`src/sv/sexpt_pkg.sv`:
```
// Shared types and widths for the s-expression tokenizer.
package sexpt_pkg;

   // Default widths of the integer accumulator and the byte offset counter.
   localparam int INT_WIDTH_DEF    = 32;
   localparam int OFFSET_WIDTH_DEF = 32;

   // Width of the value and offset fields on the result side.
   localparam int OUT_WIDTH = 32;

   // Result queue sizing.
   localparam int REC_DEPTH = 4;
   localparam int REC_PTR_W = $clog2(REC_DEPTH);
   localparam int REC_CNT_W = $clog2(REC_DEPTH + 1);

   // Token kinds as they appear on the result side.
   typedef enum logic [3:0] {
      KIND_INT   = 4'd0,
      KIND_STR   = 4'd1,
      KIND_SYM   = 4'd2,
      KIND_SEP   = 4'd3,
      KIND_QUOTE = 4'd4,
      KIND_OPEN  = 4'd5,
      KIND_CLOSE = 4'd6,
      KIND_END   = 4'd7,
      KIND_ERR   = 4'd8
   } token_kind_type;

   // Record types: a body character or a finished token.
   localparam logic REC_BODY   = 1'b0;
   localparam logic REC_FINISH = 1'b1;

   // One byte of text, already classified by the front part.
   typedef struct packed {
      logic [7:0] char_byte;
      logic [7:0] upper_byte;
      logic       eoi;
      logic       digit;
      logic       sep;
      logic       newline;
      logic       dquote;
      logic       apos;
      logic       lpar;
      logic       rpar;
      logic       printable;
   } char_class_type;

   // One result record as it leaves the block.
   typedef struct packed {
      logic [3:0]           token_kind;
      logic                 record_type;
      logic [7:0]           body_char;
      logic [OUT_WIDTH-1:0] int_value;
      logic                 int_overflow;
      logic [OUT_WIDTH-1:0] start_offset;
      logic [OUT_WIDTH-1:0] end_offset;
      logic                 last_of_run;
   } token_rec_type;

endpackage

```
`src/sv/sexpt_front.sv`:
```
// Front part: accepts text bytes, classifies them and queues them for the lexer.
module sexpt_front (
   input  logic                      clock,
   input  logic                      reset,
   input  logic                      push,
   output logic                      full,
   input  logic [7:0]                next_byte,
   input  logic                      text_end,
   output logic                      item_valid,
   output sexpt_pkg::char_class_type item,
   input  logic                      item_take
);

   localparam logic [7:0] CH_ZERO   = 8'h30;
   localparam logic [7:0] CH_NINE   = 8'h39;
   localparam logic [7:0] CH_SPACE  = 8'h20;
   localparam logic [7:0] CH_TAB    = 8'h09;
   localparam logic [7:0] CH_NL     = 8'h0A;
   localparam logic [7:0] CH_DQUOTE = 8'h22;
   localparam logic [7:0] CH_APOS   = 8'h27;
   localparam logic [7:0] CH_LPAR   = 8'h28;
   localparam logic [7:0] CH_RPAR   = 8'h29;
   localparam logic [7:0] CH_TILDE  = 8'h7E;
   localparam logic [7:0] CH_LOW_A  = 8'h61;
   localparam logic [7:0] CH_LOW_Z  = 8'h7A;
   localparam logic [7:0] CASE_GAP  = 8'h20;

   sexpt_pkg::char_class_type cls;
   sexpt_pkg::char_class_type slot_ff [2];
   logic       rd_ptr_ff, rd_ptr_in;
   logic       wr_ptr_ff, wr_ptr_in;
   logic [1:0] count_ff, count_in;
   logic       accept;
   logic       take_ok;

   // Classify the incoming byte.
   always_comb begin
      cls.char_byte  = next_byte;
      cls.eoi        = text_end;
      cls.digit      = (next_byte >= CH_ZERO) && (next_byte <= CH_NINE);
      cls.newline    = (next_byte == CH_NL);
      cls.sep        = (next_byte == CH_SPACE) || (next_byte == CH_TAB) ||
                       (next_byte == CH_NL);
      cls.dquote     = (next_byte == CH_DQUOTE);
      cls.apos       = (next_byte == CH_APOS);
      cls.lpar       = (next_byte == CH_LPAR);
      cls.rpar       = (next_byte == CH_RPAR);
      cls.printable  = (next_byte >= CH_SPACE) && (next_byte <= CH_TILDE);
      cls.upper_byte = ((next_byte >= CH_LOW_A) && (next_byte <= CH_LOW_Z)) ?
                       (next_byte - CASE_GAP) : next_byte;
   end

   assign full       = (count_ff == 2'd2);
   assign accept     = push && !full;
   assign item_valid = (count_ff != 2'd0);
   assign take_ok    = item_take && item_valid;
   assign item       = slot_ff[rd_ptr_ff];

   // Two-entry queue of classified bytes.
   always_comb begin
      wr_ptr_in = accept  ? !wr_ptr_ff : wr_ptr_ff;
      rd_ptr_in = take_ok ? !rd_ptr_ff : rd_ptr_ff;
      count_in  = count_ff + 2'(accept) - 2'(take_ok);
   end

   always_ff @(posedge clock) begin
      if (reset) begin
         rd_ptr_ff <= 1'b0;
         wr_ptr_ff <= 1'b0;
         count_ff  <= 2'd0;
      end else begin
         rd_ptr_ff <= rd_ptr_in;
         wr_ptr_ff <= wr_ptr_in;
         count_ff  <= count_in;
      end
   end

   // Slot payload needs no reset.
   always_ff @(posedge clock) begin
      if (accept) begin
         slot_ff[wr_ptr_ff] <= cls;
      end
   end

endmodule

```
`src/sv/sexpt_back.sv`:
```
// Back part: lexer state machine that turns classified bytes into token records.
module sexpt_back #(
   parameter int INT_WIDTH    = sexpt_pkg::INT_WIDTH_DEF,
   parameter int OFFSET_WIDTH = sexpt_pkg::OFFSET_WIDTH_DEF
) (
   input  logic                      clock,
   input  logic                      reset,
   input  logic                      positions_enabled,
   input  logic                      item_valid,
   input  sexpt_pkg::char_class_type item,
   output logic                      item_take,
   input  logic                      rec_room,
   output logic [1:0]                wr_count,
   output sexpt_pkg::token_rec_type  wr_rec0,
   output sexpt_pkg::token_rec_type  wr_rec1
);

   localparam int OW = sexpt_pkg::OUT_WIDTH;

   typedef enum logic [4:0] {
      MODE_IDLE = 5'b00001,
      MODE_INT  = 5'b00010,
      MODE_STR  = 5'b00100,
      MODE_SYM  = 5'b01000,
      MODE_SEP  = 5'b10000
   } lex_mode_type;

   lex_mode_type            mode_ff, mode_in;
   logic [INT_WIDTH-1:0]    acc_ff, acc_in;
   logic                    ov_ff, ov_in;
   logic [OFFSET_WIDTH-1:0] offset_ff, offset_in;
   logic [OFFSET_WIDTH-1:0] tstart_ff, tstart_in;

   logic [INT_WIDTH+3:0]    acc_wide;
   logic [INT_WIDTH+3:0]    acc_prod;
   logic                    acc_sat;
   logic [INT_WIDTH-1:0]    acc_next;
   logic [OFFSET_WIDTH-1:0] pos;
   logic [OFFSET_WIDTH-1:0] pos_next;
   logic [OFFSET_WIDTH-1:0] tstart_next;
   logic                    close_en, start_en;
   logic                    va, vb;
   sexpt_pkg::token_rec_type rec_a, rec_b, close_rec;

   // Build a finish record; offsets read as zero when positions are off.
   function automatic sexpt_pkg::token_rec_type fin_rec(
      input sexpt_pkg::token_kind_type kind,
      input logic [OFFSET_WIDTH-1:0]   s,
      input logic [OFFSET_WIDTH-1:0]   e,
      input logic [INT_WIDTH-1:0]      val,
      input logic                      ov,
      input logic                      pe
   );
      logic [63:0] s64;
      logic [63:0] e64;
      logic [63:0] v64;
      sexpt_pkg::token_rec_type r;
      s64 = 64'(s);
      e64 = 64'(e);
      v64 = 64'(val);
      r.token_kind   = kind;
      r.record_type  = sexpt_pkg::REC_FINISH;
      r.body_char    = 8'd0;
      r.int_value    = v64[OW-1:0];
      r.int_overflow = ov;
      r.start_offset = pe ? s64[OW-1:0] : '0;
      r.end_offset   = pe ? e64[OW-1:0] : '0;
      r.last_of_run  = 1'b0;
      return r;
   endfunction

   // Build a body character record.
   function automatic sexpt_pkg::token_rec_type body_rec(
      input sexpt_pkg::token_kind_type kind,
      input logic [7:0]                ch
   );
      sexpt_pkg::token_rec_type r;
      r              = '0;
      r.token_kind   = kind;
      r.record_type  = sexpt_pkg::REC_BODY;
      r.body_char    = ch;
      return r;
   endfunction

   assign item_take   = item_valid && rec_room;
   assign pos         = offset_ff;
   assign pos_next    = offset_ff + OFFSET_WIDTH'(1);
   assign tstart_next = tstart_ff + OFFSET_WIDTH'(1);

   // Decimal accumulation: value times ten plus digit, saturating.
   always_comb begin
      acc_wide = (INT_WIDTH + 4)'(acc_ff);
      acc_prod = (acc_wide << 3) + (acc_wide << 1) +
                 (INT_WIDTH + 4)'(item.char_byte[3:0]);
      acc_sat  = (acc_prod[INT_WIDTH+3:INT_WIDTH] != 4'd0);
      acc_next = acc_sat ? {INT_WIDTH{1'b1}} : acc_prod[INT_WIDTH-1:0];
   end

   // Record that closes the open multi-byte token.
   always_comb begin
      close_rec = '0;
      case (mode_ff)
         MODE_INT: close_rec = fin_rec(sexpt_pkg::KIND_INT, tstart_ff, pos, acc_ff, ov_ff,
                                       positions_enabled);
         MODE_SYM: close_rec = fin_rec(sexpt_pkg::KIND_SYM, tstart_ff, pos, '0, 1'b0,
                                       positions_enabled);
         MODE_SEP: close_rec = fin_rec(sexpt_pkg::KIND_SEP, tstart_ff, pos, '0, 1'b0,
                                       positions_enabled);
         MODE_STR: close_rec = fin_rec(sexpt_pkg::KIND_ERR, tstart_ff, tstart_next, '0,
                                       1'b0, positions_enabled);
         default:  close_rec = '0;
      endcase
   end

   // Lexer step for one byte: at most a closing record and one more.
   always_comb begin
      mode_in   = mode_ff;
      acc_in    = acc_ff;
      ov_in     = ov_ff;
      offset_in = offset_ff;
      tstart_in = tstart_ff;
      close_en  = 1'b0;
      start_en  = 1'b0;
      va        = 1'b0;
      vb        = 1'b0;
      rec_a     = '0;
      rec_b     = '0;

      if (item.eoi) begin
         // End of input: close any open token, then report the end.
         close_en = 1'b1;
         vb       = 1'b1;
         rec_b    = fin_rec(sexpt_pkg::KIND_END, '0, '0, '0, 1'b0, positions_enabled);
      end else begin
         offset_in = pos_next;
         case (mode_ff)
            MODE_INT: begin
               if (item.digit) begin
                  acc_in = acc_next;
                  ov_in  = ov_ff || acc_sat;
               end else begin
                  close_en = 1'b1;
                  start_en = 1'b1;
               end
            end
            MODE_SYM: begin
               if (!item.sep && !item.lpar && !item.rpar) begin
                  va    = 1'b1;
                  rec_a = body_rec(sexpt_pkg::KIND_SYM, item.upper_byte);
               end else begin
                  close_en = 1'b1;
                  start_en = 1'b1;
               end
            end
            MODE_SEP: begin
               if (!item.sep) begin
                  close_en = 1'b1;
                  start_en = 1'b1;
               end
            end
            MODE_STR: begin
               if (item.dquote) begin
                  va      = 1'b1;
                  rec_a   = fin_rec(sexpt_pkg::KIND_STR, tstart_ff, pos_next, '0, 1'b0,
                                    positions_enabled);
                  mode_in = MODE_IDLE;
               end else if (item.newline) begin
                  close_en = 1'b1;
                  start_en = 1'b1;
               end else begin
                  va    = 1'b1;
                  rec_a = body_rec(sexpt_pkg::KIND_STR, item.char_byte);
               end
            end
            default: begin
               start_en = 1'b1;
            end
         endcase
      end

      // Close the open token.
      if (close_en) begin
         va      = (mode_ff != MODE_IDLE);
         rec_a   = close_rec;
         mode_in = MODE_IDLE;
      end

      // The byte begins a new token.
      if (start_en) begin
         mode_in = MODE_IDLE;
         if (item.digit) begin
            mode_in   = MODE_INT;
            acc_in    = INT_WIDTH'(item.char_byte[3:0]);
            ov_in     = 1'b0;
            tstart_in = pos;
         end else if (item.dquote) begin
            mode_in   = MODE_STR;
            tstart_in = pos;
         end else if (item.sep) begin
            mode_in   = MODE_SEP;
            tstart_in = pos;
         end else if (item.apos) begin
            vb    = 1'b1;
            rec_b = fin_rec(sexpt_pkg::KIND_QUOTE, pos, pos_next, '0, 1'b0,
                            positions_enabled);
         end else if (item.lpar) begin
            vb    = 1'b1;
            rec_b = fin_rec(sexpt_pkg::KIND_OPEN, pos, pos_next, '0, 1'b0,
                            positions_enabled);
         end else if (item.rpar) begin
            vb    = 1'b1;
            rec_b = fin_rec(sexpt_pkg::KIND_CLOSE, pos, pos_next, '0, 1'b0,
                            positions_enabled);
         end else if (item.printable) begin
            mode_in   = MODE_SYM;
            tstart_in = pos;
            vb        = 1'b1;
            rec_b     = body_rec(sexpt_pkg::KIND_SYM, item.upper_byte);
         end else begin
            vb    = 1'b1;
            rec_b = fin_rec(sexpt_pkg::KIND_ERR, pos, pos_next, '0, 1'b0,
                            positions_enabled);
         end
      end

      // Mark the last record of this byte.
      if (vb) begin
         rec_b.last_of_run = 1'b1;
      end else begin
         rec_a.last_of_run = 1'b1;
      end
   end

   // Pack the records towards the first write port.
   assign wr_count = item_take ? (2'(va) + 2'(vb)) : 2'd0;
   assign wr_rec0  = va ? rec_a : rec_b;
   assign wr_rec1  = rec_b;

   always_ff @(posedge clock) begin
      if (reset) begin
         mode_ff   <= MODE_IDLE;
         acc_ff    <= '0;
         ov_ff     <= 1'b0;
         offset_ff <= '0;
         tstart_ff <= '0;
      end else if (item_take) begin
         mode_ff   <= mode_in;
         acc_ff    <= acc_in;
         ov_ff     <= ov_in;
         offset_ff <= offset_in;
         tstart_ff <= tstart_in;
      end
   end

endmodule

```
`src/sv/sexpt_rec_queue.sv`:
```
// Result queue: takes up to two token records a cycle and hands out one.
module sexpt_rec_queue (
   input  logic                     clock,
   input  logic                     reset,
   input  logic [1:0]               wr_count,
   input  sexpt_pkg::token_rec_type wr_rec0,
   input  sexpt_pkg::token_rec_type wr_rec1,
   output logic                     room,
   output logic                     empty,
   input  logic                     pop,
   output sexpt_pkg::token_rec_type head
);

   localparam int PW = sexpt_pkg::REC_PTR_W;
   localparam int CW = sexpt_pkg::REC_CNT_W;

   sexpt_pkg::token_rec_type slot_ff [sexpt_pkg::REC_DEPTH];
   logic [PW-1:0] rd_ptr_ff, rd_ptr_in;
   logic [PW-1:0] wr_ptr_ff, wr_ptr_in;
   logic [PW-1:0] wr_ptr_second;
   logic [CW-1:0] count_ff, count_in;
   logic          pop_ok;

   assign empty         = (count_ff == CW'(0));
   assign room          = (count_ff <= CW'(sexpt_pkg::REC_DEPTH - 2));
   assign pop_ok        = pop && !empty;
   assign head          = slot_ff[rd_ptr_ff];
   assign wr_ptr_second = wr_ptr_ff + PW'(1);

   // Pointer and fill count update.
   always_comb begin
      wr_ptr_in = wr_ptr_ff + PW'(wr_count);
      rd_ptr_in = rd_ptr_ff + PW'(pop_ok);
      count_in  = count_ff + CW'(wr_count) - CW'(pop_ok);
   end

   always_ff @(posedge clock) begin
      if (reset) begin
         rd_ptr_ff <= '0;
         wr_ptr_ff <= '0;
         count_ff  <= '0;
      end else begin
         rd_ptr_ff <= rd_ptr_in;
         wr_ptr_ff <= wr_ptr_in;
         count_ff  <= count_in;
      end
   end

   // Record storage needs no reset.
   always_ff @(posedge clock) begin
      if (wr_count != 2'd0) begin
         slot_ff[wr_ptr_ff] <= wr_rec0;
      end
      if (wr_count == 2'd2) begin
         slot_ff[wr_ptr_second] <= wr_rec1;
      end
   end

endmodule

```
`src/sv/s_expression_tokenizer_unit.sv`:
```
// S-expression tokenizer top level: byte queue, lexer, result queue and register port.
//
// Requests enter on the req_ side as one text byte or an end-of-input marker;
// a request is taken at a clock edge with req_push high and req_full low.
// Token records leave on the rsp_ side: the oldest record is on the rsp_ ports
// while rsp_empty is low and is taken at an edge with rsp_pop high.
// Each request yields zero, one or two records; the last record of a request
// carries rsp_last_of_run. Body records carry one string or symbol character,
// finish records carry the kind, integer value and byte offsets.
// A request's records reach the rsp_ ports by way of the byte queue, where the
// request is stored when it is taken, and the result queue, into which the lexer
// step writes the records when it takes the byte from the byte queue.
// Throughput: one request per cycle while each request yields at most one
// record and the receiver does not stall; the result port delivers one record
// per cycle, so a request that yields two records uses twice the result bandwidth.
// When the receiver stalls, records collect in the four-entry result queue;
// the lexer stops once fewer than two entries are free, then the two-entry
// byte queue fills and req_full rises. Nothing is lost.
// Reset empties both queues, returns the lexer to between tokens, clears the
// offset and sets positions_enabled (register 0, address 0) to one.
module s_expression_tokenizer_unit #(
   parameter int INT_WIDTH    = sexpt_pkg::INT_WIDTH_DEF,
   parameter int OFFSET_WIDTH = sexpt_pkg::OFFSET_WIDTH_DEF
) (
   input  logic        clock,
   input  logic        reset,
   input  logic        req_push,
   output logic        req_full,
   input  logic [7:0]  req_next_byte,
   input  logic        req_text_end,
   output logic        rsp_empty,
   input  logic        rsp_pop,
   output logic [3:0]  rsp_token_kind,
   output logic        rsp_record_type,
   output logic [7:0]  rsp_body_char,
   output logic [31:0] rsp_int_value,
   output logic        rsp_int_overflow,
   output logic [31:0] rsp_start_offset,
   output logic [31:0] rsp_end_offset,
   output logic        rsp_last_of_run,
   input  logic        csr_psel,
   input  logic        csr_penable,
   input  logic        csr_pwrite,
   input  logic [2:0]  csr_paddr,
   input  logic [31:0] csr_pwdata,
   output logic [31:0] csr_prdata,
   output logic        csr_pready
);

   // Register word select: bit 2 of the byte address.
   localparam int         CSR_IDX_BIT   = 2;
   localparam logic       CSR_POS_INDEX = 1'b0;

   logic                      pos_en_ff, pos_en_in;
   logic                      csr_wr;
   logic                      item_valid;
   logic                      item_take;
   sexpt_pkg::char_class_type item;
   logic                      rec_room;
   logic [1:0]                wr_count;
   sexpt_pkg::token_rec_type  wr_rec0, wr_rec1;
   sexpt_pkg::token_rec_type  head;

   // Configuration register.
   assign csr_pready = 1'b1;
   assign csr_wr     = csr_psel && csr_penable && csr_pwrite && csr_pready &&
                       (csr_paddr[CSR_IDX_BIT] == CSR_POS_INDEX);
   assign pos_en_in  = csr_wr ? csr_pwdata[0] : pos_en_ff;
   assign csr_prdata = (csr_paddr[CSR_IDX_BIT] == CSR_POS_INDEX) ?
                       {31'd0, pos_en_ff} : 32'd0;

   always_ff @(posedge clock) begin
      if (reset) begin
         pos_en_ff <= 1'b1;
      end else begin
         pos_en_ff <= pos_en_in;
      end
   end

   // Front: byte classification and queue.
   sexpt_front u_front (
      .clock      (clock),
      .reset      (reset),
      .push       (req_push),
      .full       (req_full),
      .next_byte  (req_next_byte),
      .text_end   (req_text_end),
      .item_valid (item_valid),
      .item       (item),
      .item_take  (item_take)
   );

   // Back: lexer state machine.
   sexpt_back #(
      .INT_WIDTH    (INT_WIDTH),
      .OFFSET_WIDTH (OFFSET_WIDTH)
   ) u_back (
      .clock             (clock),
      .reset             (reset),
      .positions_enabled (pos_en_ff),
      .item_valid        (item_valid),
      .item              (item),
      .item_take         (item_take),
      .rec_room          (rec_room),
      .wr_count          (wr_count),
      .wr_rec0           (wr_rec0),
      .wr_rec1           (wr_rec1)
   );

   // Result queue.
   sexpt_rec_queue u_rec_queue (
      .clock    (clock),
      .reset    (reset),
      .wr_count (wr_count),
      .wr_rec0  (wr_rec0),
      .wr_rec1  (wr_rec1),
      .room     (rec_room),
      .empty    (rsp_empty),
      .pop      (rsp_pop),
      .head     (head)
   );

   assign rsp_token_kind   = head.token_kind;
   assign rsp_record_type  = head.record_type;
   assign rsp_body_char    = head.body_char;
   assign rsp_int_value    = head.int_value;
   assign rsp_int_overflow = head.int_overflow;
   assign rsp_start_offset = head.start_offset;
   assign rsp_end_offset   = head.end_offset;
   assign rsp_last_of_run  = head.last_of_run;

endmodule
```
`config.mk`:
```
export PLATFORM = sky130hd
export DESIGN_NAME = s_expression_tokenizer_unit
export DESIGN_NICKNAME = d
export VERILOG_FILES = /design/src/sv/sexpt_pkg.sv /design/src/sv/sexpt_front.sv /design/src/sv/sexpt_back.sv /design/src/sv/sexpt_rec_queue.sv /design/src/sv/s_expression_tokenizer_unit.sv
export SDC_FILE = /design/constraint.sdc
export NUM_CORES = 1
export LEC_CHECK = 0
export ABC_CLOCK_PERIOD_IN_PS = 10000
export BUFFER_PORTS_ARGS = -buffer_cell sky130_fd_sc_hd__buf_2
export CAP_MARGIN = 20
export CORE_MARGIN = 10
export CORE_UTILIZATION = 45
export DETAILED_ROUTE_END_ITERATION = 8
export SLEW_MARGIN = 5
export SYNTH_ARGS = -nofsm -noshare
export SYNTH_HDL_FRONTEND = slang
export SYNTH_SLANG_ARGS = --single-unit
export TNS_END_PERCENT = 1
```
`constraint.sdc`:
```
create_clock -name clock -period 10 [get_ports clock]
set_input_delay 1.5 -clock clock [delete_from_list [all_inputs] [get_ports clock]]
set_output_delay 1.5 -clock clock [all_outputs]
set_load 0.01 [all_outputs]
```
Word-level counts from Yosys, hierarchy flattened
Memories as Yosys holds them, arrays and structs flattened. A register that Yosys moved wholly into a read port is not among the register bits.
Cells that the tools add are included.

storage, ports and cells
  bits in writable memories = 494
  latch bits = 0
  memories kept = 2
  output and inout bits = 146
  ROM bits = 0
  word-level logic and storage cells = 171
  register bits = 114

operators by class
  $lt $le $gt $ge = 7
  muxes and demuxes = 85
  equality and inequality tests = 18
  reductions and logical operators = 32
  add/sub/neg operators = 13
  shifts and indexed selects = 0
  div/mod/pow operators = 0
  bitwise operators = 2
  multipliers = 0

memory list
  name                 depth  width  rd ports  clocked after Yosys merged registers in  write ports  RTL line               source
  u_rec_queue.slot_ff  4      111    1         1                                        2            sexpt_rec_queue.sv:17  sexpt_pkg::token_rec_type slot_ff [sexpt_pkg::REC_DEPTH];
  u_front.slot_ff      2      25     1         1                                        1            sexpt_front.sv:29      sexpt_pkg::char_class_type slot_ff [2];

operator list
  cell                   number
  $mux 111               12
  $mux 32                17
  $pmux 111 s4           1
  $pmux 111 s2           1
  $mux 110               1
  $mux 109               1
  $mux 108               1
  $add 32x1->32 const B  2
  $mux 5                 11
  $eq 8x6->1 const B     5
  $add 35x33->36         1
  $add 36x4->36          1
  $mux 1                 33
  $eq 8x4->1 const B     2
  $ge 8x6->1 const B     2
  $le 8x7->1 const B     2
  $logic_and 1x1->1      12
  $ge 8x7->1 const B     1
  $le 8x6->1 const B     1
  $mux 8                 1
  $ne 4x3->1 const B     2
  $pmux 1 s4             2
  $reduce_bool 4->1      2
  $sub 8x6->8 const B    1
  28 further kinds       42

Depth between registers and ports, before layout
  word-level depth = 12
  depth in mapped cells = 19
  mapped depth without buffers = 15

By module
From an unflattened synthesis, not the netlist that was laid out.

unflattened totals
  cells, all modules = 2611
  area, all modules = 34099.0 um2

by module, submodules not included
  module                       cells an instance  area an instance (um2)  instances  sequential area each (um2)
  sexpt_rec_queue              1120               21873.5                 1          13472.9
  sexpt_back                   1313               9873.2                  1          2042.0
  sexpt_front                  138                2037.0                  1          1301.2
  s_expression_tokenizer_unit  40                 315.3                   1          20.0

Least setup slack after synthesis
Ideal clock, no wire load.

  path type = reg-to-reg
  from = reg (tool-made name)
  to = mem u_rec_queue.slot_ff[3][0] in the netlist's numbering (enable)
  stages on the path, launching flop included = 15
  arrival time = 5077 ps
  setup slack = 4491 ps
  buffers on the path = 5
  path through = dfxtp_1 > buf_6 > buf_4 > mux2i_2 > nand4_1 > o22ai_2 > inv_2 > clkbuf_1 > ha_1 > clkbuf_1 > o21ai_1 > nor3b_1 > nor2_1 > clkbuf_1 > inv_1

RTL lines
  element           RTL line
  end: declaration  sexpt_rec_queue.sv:17

==> summary.txt <==
Outcome
  – Status: finished clean

Timing
  – RSZ-0062 raised after global routing: no
  – Slew margin rel.: around 22%
  – Max Slew Vio Count: 0
  – Hold Vio Cnt, Final: 0
  – Worst hold slack: approximately 0.47 ns
  – Final Setup Violations: 0
  – Setup TNS: 0 ns
  – Worst Skew: between 0.02 and 0.025 ns
  – Worst-Margin Slew: approximately 1.2 ns
  – FMAX: approximately 0.16 GHz
  – Tmin final: 6.287 ns
  – Final worst path period share: a little over three fifths

Synth
  – Register area share after synthesis: 51.20%
  – Post-synth cell types: 91
  – Synth Area in Adders: 3.295%
  – Share of synthesized area spent on multiplexers: a little under a tenth
  – Synth Area in Compound Gates: around 18%
  – Avg Inst Size Synth: between 10 and 15 µm²
  – Post-synthesis simple-gate area fraction: a little over a tenth
  – Ys async rst share: 0%
  – Post-Syn Area: about 0.03 mm²
  – YS warnings: 0
  – Largest family of logic cells by synthesized area: compound AO/OA/AOI/OAI gates
  – Post-synth top flop: edfxtp_1
  – Synth Register Bits: roughly 600
  – Number of synthesized flops with an enable pin: between 300 and 400
  – Syn Inst Count: 2,675
  – Xor/xnor cell area share of the yosys netlist: around 3.5%

CTS
  – Clock root buffer: clkbuf_16
  – Setup Buffers After CTS: 0
  – Post-CTS Hold Fix Bufs: 0
  – Post-CTS sizing: 0
  – Reg clk slew, reported paths: 0.06 ns
  – Clock Sinks: between 500 and 600
  – CTS tree: done
  – Latest clock arrival within the worst-skew pair: just over 0.6 ns
  – CTS buffer count: 68
  – H-tree levels: 3
  – Worst-case clock buffer depth: 3

Final layout
  – Area delta synth->final: 11.16%
  – Final std cell area, no fill: ~0.034 mm²
  – Final core utilization: between 50% and 60%
  – Layout cells sized above 1: 16.31%
  – Ant. Diodes: 0
  – Final nets: 2,812

Pwr
  – Overall power: between 7 and 8 mW
  – VDD IR-drop max: 0.1530 mV
  – P per Cell Area: ~210 mW/mm²
  – Static Leak: 11.30 nW

Global routing
  – Tot GR Track Use: 23.07%
  – Global route total overflow: 0
  – Largest net degree at the start of global routing: 86
  – Global-route wire length before repair: about 140,000 µm
  – Antenna violations before repair: 0
  – Number of global-route vias before repair: around 23,000

Min path
  – HP Start: u_rec_queue.slot_ff[2][85]
  – Hold WC Path Type: flip-flop to flip-flop
  – Hold depth: 1

Critical path
  – Worst EP arrival: about 6.5 ns
  – Crit Path Category: flip-flop to flip-flop
  – Reg2reg path depth: 14
  – Crit path top cell by count: buf_4
  – Crit path max fanout: 42
  – Slowest-stage cell, CP: clkinv_2
  – Startpoint types: flip-flop
  – CP required: approximately 10 ns
  – Max stage delay on crit path: 0.86 ns
  – Critical Path Sink Type: flip-flop
  – Crit-path cells: buf_4 > mux2i_1 > o2111a_1 > o2111ai_2 > o21ai_4 > o21ai_0 > ha_1 > o21ai_1 > nor2_1 > and2_1 > nor2_2 > buf_4 > clkinv_2 > buf_4

Floorplanning
  – Starting Density: a little under half
  – Ports: 197
  – Row cnt: 95
  – Core area: about 0.067 mm²
  – Die Span X: between 200 and 300 µm
  – DIE AREA: approximately 0.078 mm²
  – Chip height: 279.5 µm

Drt
  – Via count: ~23,000
  – Pre-antenna DRT Iters: 8
  – Drc violations: 0
  – DR vias/cell: ~6.3
  – Initial DRC count: 2,370
  – WL final: ~90,000 µm
  – WL per Instance: 25.57 µm
  – Post-DRT Antenna Nets: 0

Run
  – Max-capacitance violation count: 0

Placement
  – Placer Congestion: a little over 0.9
  – DP Wirelength: roughly 60,000 µm
  – Dpl cell area: 0.03138 mm²
  – Port bufs: between 100 and 150
-- critical path, delay by kind of cell, from the launching register on --
family / cells / cell delay [ns]
buffers and inverters: 4 / 2.36
flip-flops: 1 / 0.30
AO/OA/AOI/OAI: 5 / 1.69
adder cells (fa/ha/maj): 1 / 0.44
AND/OR/NAND/NOR: 3 / 0.54
multiplexers: 1 / 0.52
-- stage by stage --
step	cells	setup WS, ns
finish	3608	3.713
floorplan	2705	4.491
CTS	3607	3.751
global placement	3485	3.869
detailed placement	3485	3.798
global route	3608	3.372
-- cells in the mapped netlist (25+ instances only) --
library cell / instances / area share (%)
a21oi_1: 89 / 1.5
a22o_1: 260 / 7.5
a22oi_1: 25 / 0.62
and3_1: 25 / 0.52
buf_1: 37 / 0.46
buf_2: 36 / 0.59
buf_4: 36 / 0.89
clkbuf_1: 153 / 1.9
dfxtp_1: 247 / 16
edfxtp_1: 352 / 35
ha_1: 75 / 3.1
inv_1: 37 / 0.46
mux4_2: 111 / 8.3
nand2_1: 262 / 3.2
nand3_1: 49 / 0.81
nand4_1: 35 / 0.72
nor2_1: 165 / 2.0
nor3_1: 47 / 0.78
o21ai_0: 117 / 1.9
o22ai_1: 144 / 3.0
xnor2_1: 63 / 1.8
xor2_1: 55 / 1.6
-- metal layers --
layer / up-vias / routed length, µm / GRT usage (%) / share of wire (%)
met3: 166 / 8314 / 4.202 / 9.0
met4: 0 / 2259 / 7.581 / 2.4
met2: 1136 / 41360 / 35.75 / 45
met1: 11360 / 40320 / 32.29 / 44
li1: 10230 / - / - / -
met5: - / 0 / 0 / 0
-- power breakdown --
part	leakage [nW]	internal [mW]	switching, mW
combinational	5.25	0.579	1.06
clock	1.12	1.55	1.02
sequential	4.92	2.87	0.130
total	11.3	5.00	2.21
-- kinds of logic (layout without fill, tap and decap cells) --
family                     Yosys count  count (layout)
adders and majority gates           78              78
muxes                              134             134
other                                2              32
DFF                                599             599
AOI/OAI and AO/OA                  758             758
xor gates and xnor gates           119             119
buffers and inverters              305             335
and+or+nand+nor                    680             680
-- flip-flops by register name (all words and copies together), names as in the netlist, named ones only --
| name | cells |
|---|---|
| u_rec_queue.slot_ff | 444 |
| u_front.slot_ff | 40 |
| u_back.acc_ff | 32 |
| u_back.offset_ff | 32 |
| u_back.tstart_ff | 32 |
| u_back.mode_ff | 5 |
| u_rec_queue.count_ff | 3 |
| u_front.count_ff | 2 |
| u_rec_queue.rd_ptr_ff | 2 |
| u_rec_queue.wr_ptr_ff | 2 |
| pos_en_ff | 1 |
| u_back.ov_ff | 1 |
| u_front.rd_ptr_ff | 1 |
| u_front.wr_ptr_ff | 1 |
-- final timing paths --
| path | end | slack, ns |
|---|---|---|
| max | u_rec_queue.slot_ff[2][24] | 3.71 |
| min | u_rec_queue.slot_ff[2][85] | 0.47 |
| max reg2reg | u_rec_queue.slot_ff[2][24] | 3.71 |
| min reg2reg | u_rec_queue.slot_ff[2][85] | 0.47 |
-- layout make-up --
type | count | area [µm²]
Clock inverter | 29 | 311.5
Inverter | 40 | 155.1
Tap cell | 873 | 1092
Multi-Input combinational cell | 1801 | 13650
Sequential cell | 599 | 15520
Clock buffer | 93 | 1983
Timing Repair Buffer | 173 | 970.9
Fill cell | 5825 | 33240
-- placed cells by master, fill, tap and decap left out, types with 42 or more instances in the layout --
master	count
a21oi_1	89
a22o_1	260
buf_2	130
buf_4	42
clkbuf_16	74
dfxtp_1	245
edfxtp_1	352
ha_1	75
mux4_2	111
nand2_1	262
nand3_1	49
nor2_1	149
nor3_1	45
o21ai_0	117
o22ai_1	143
xnor2_1	63
xor2_1	55
No activity file was read; power rests on OpenSTA's default activity.
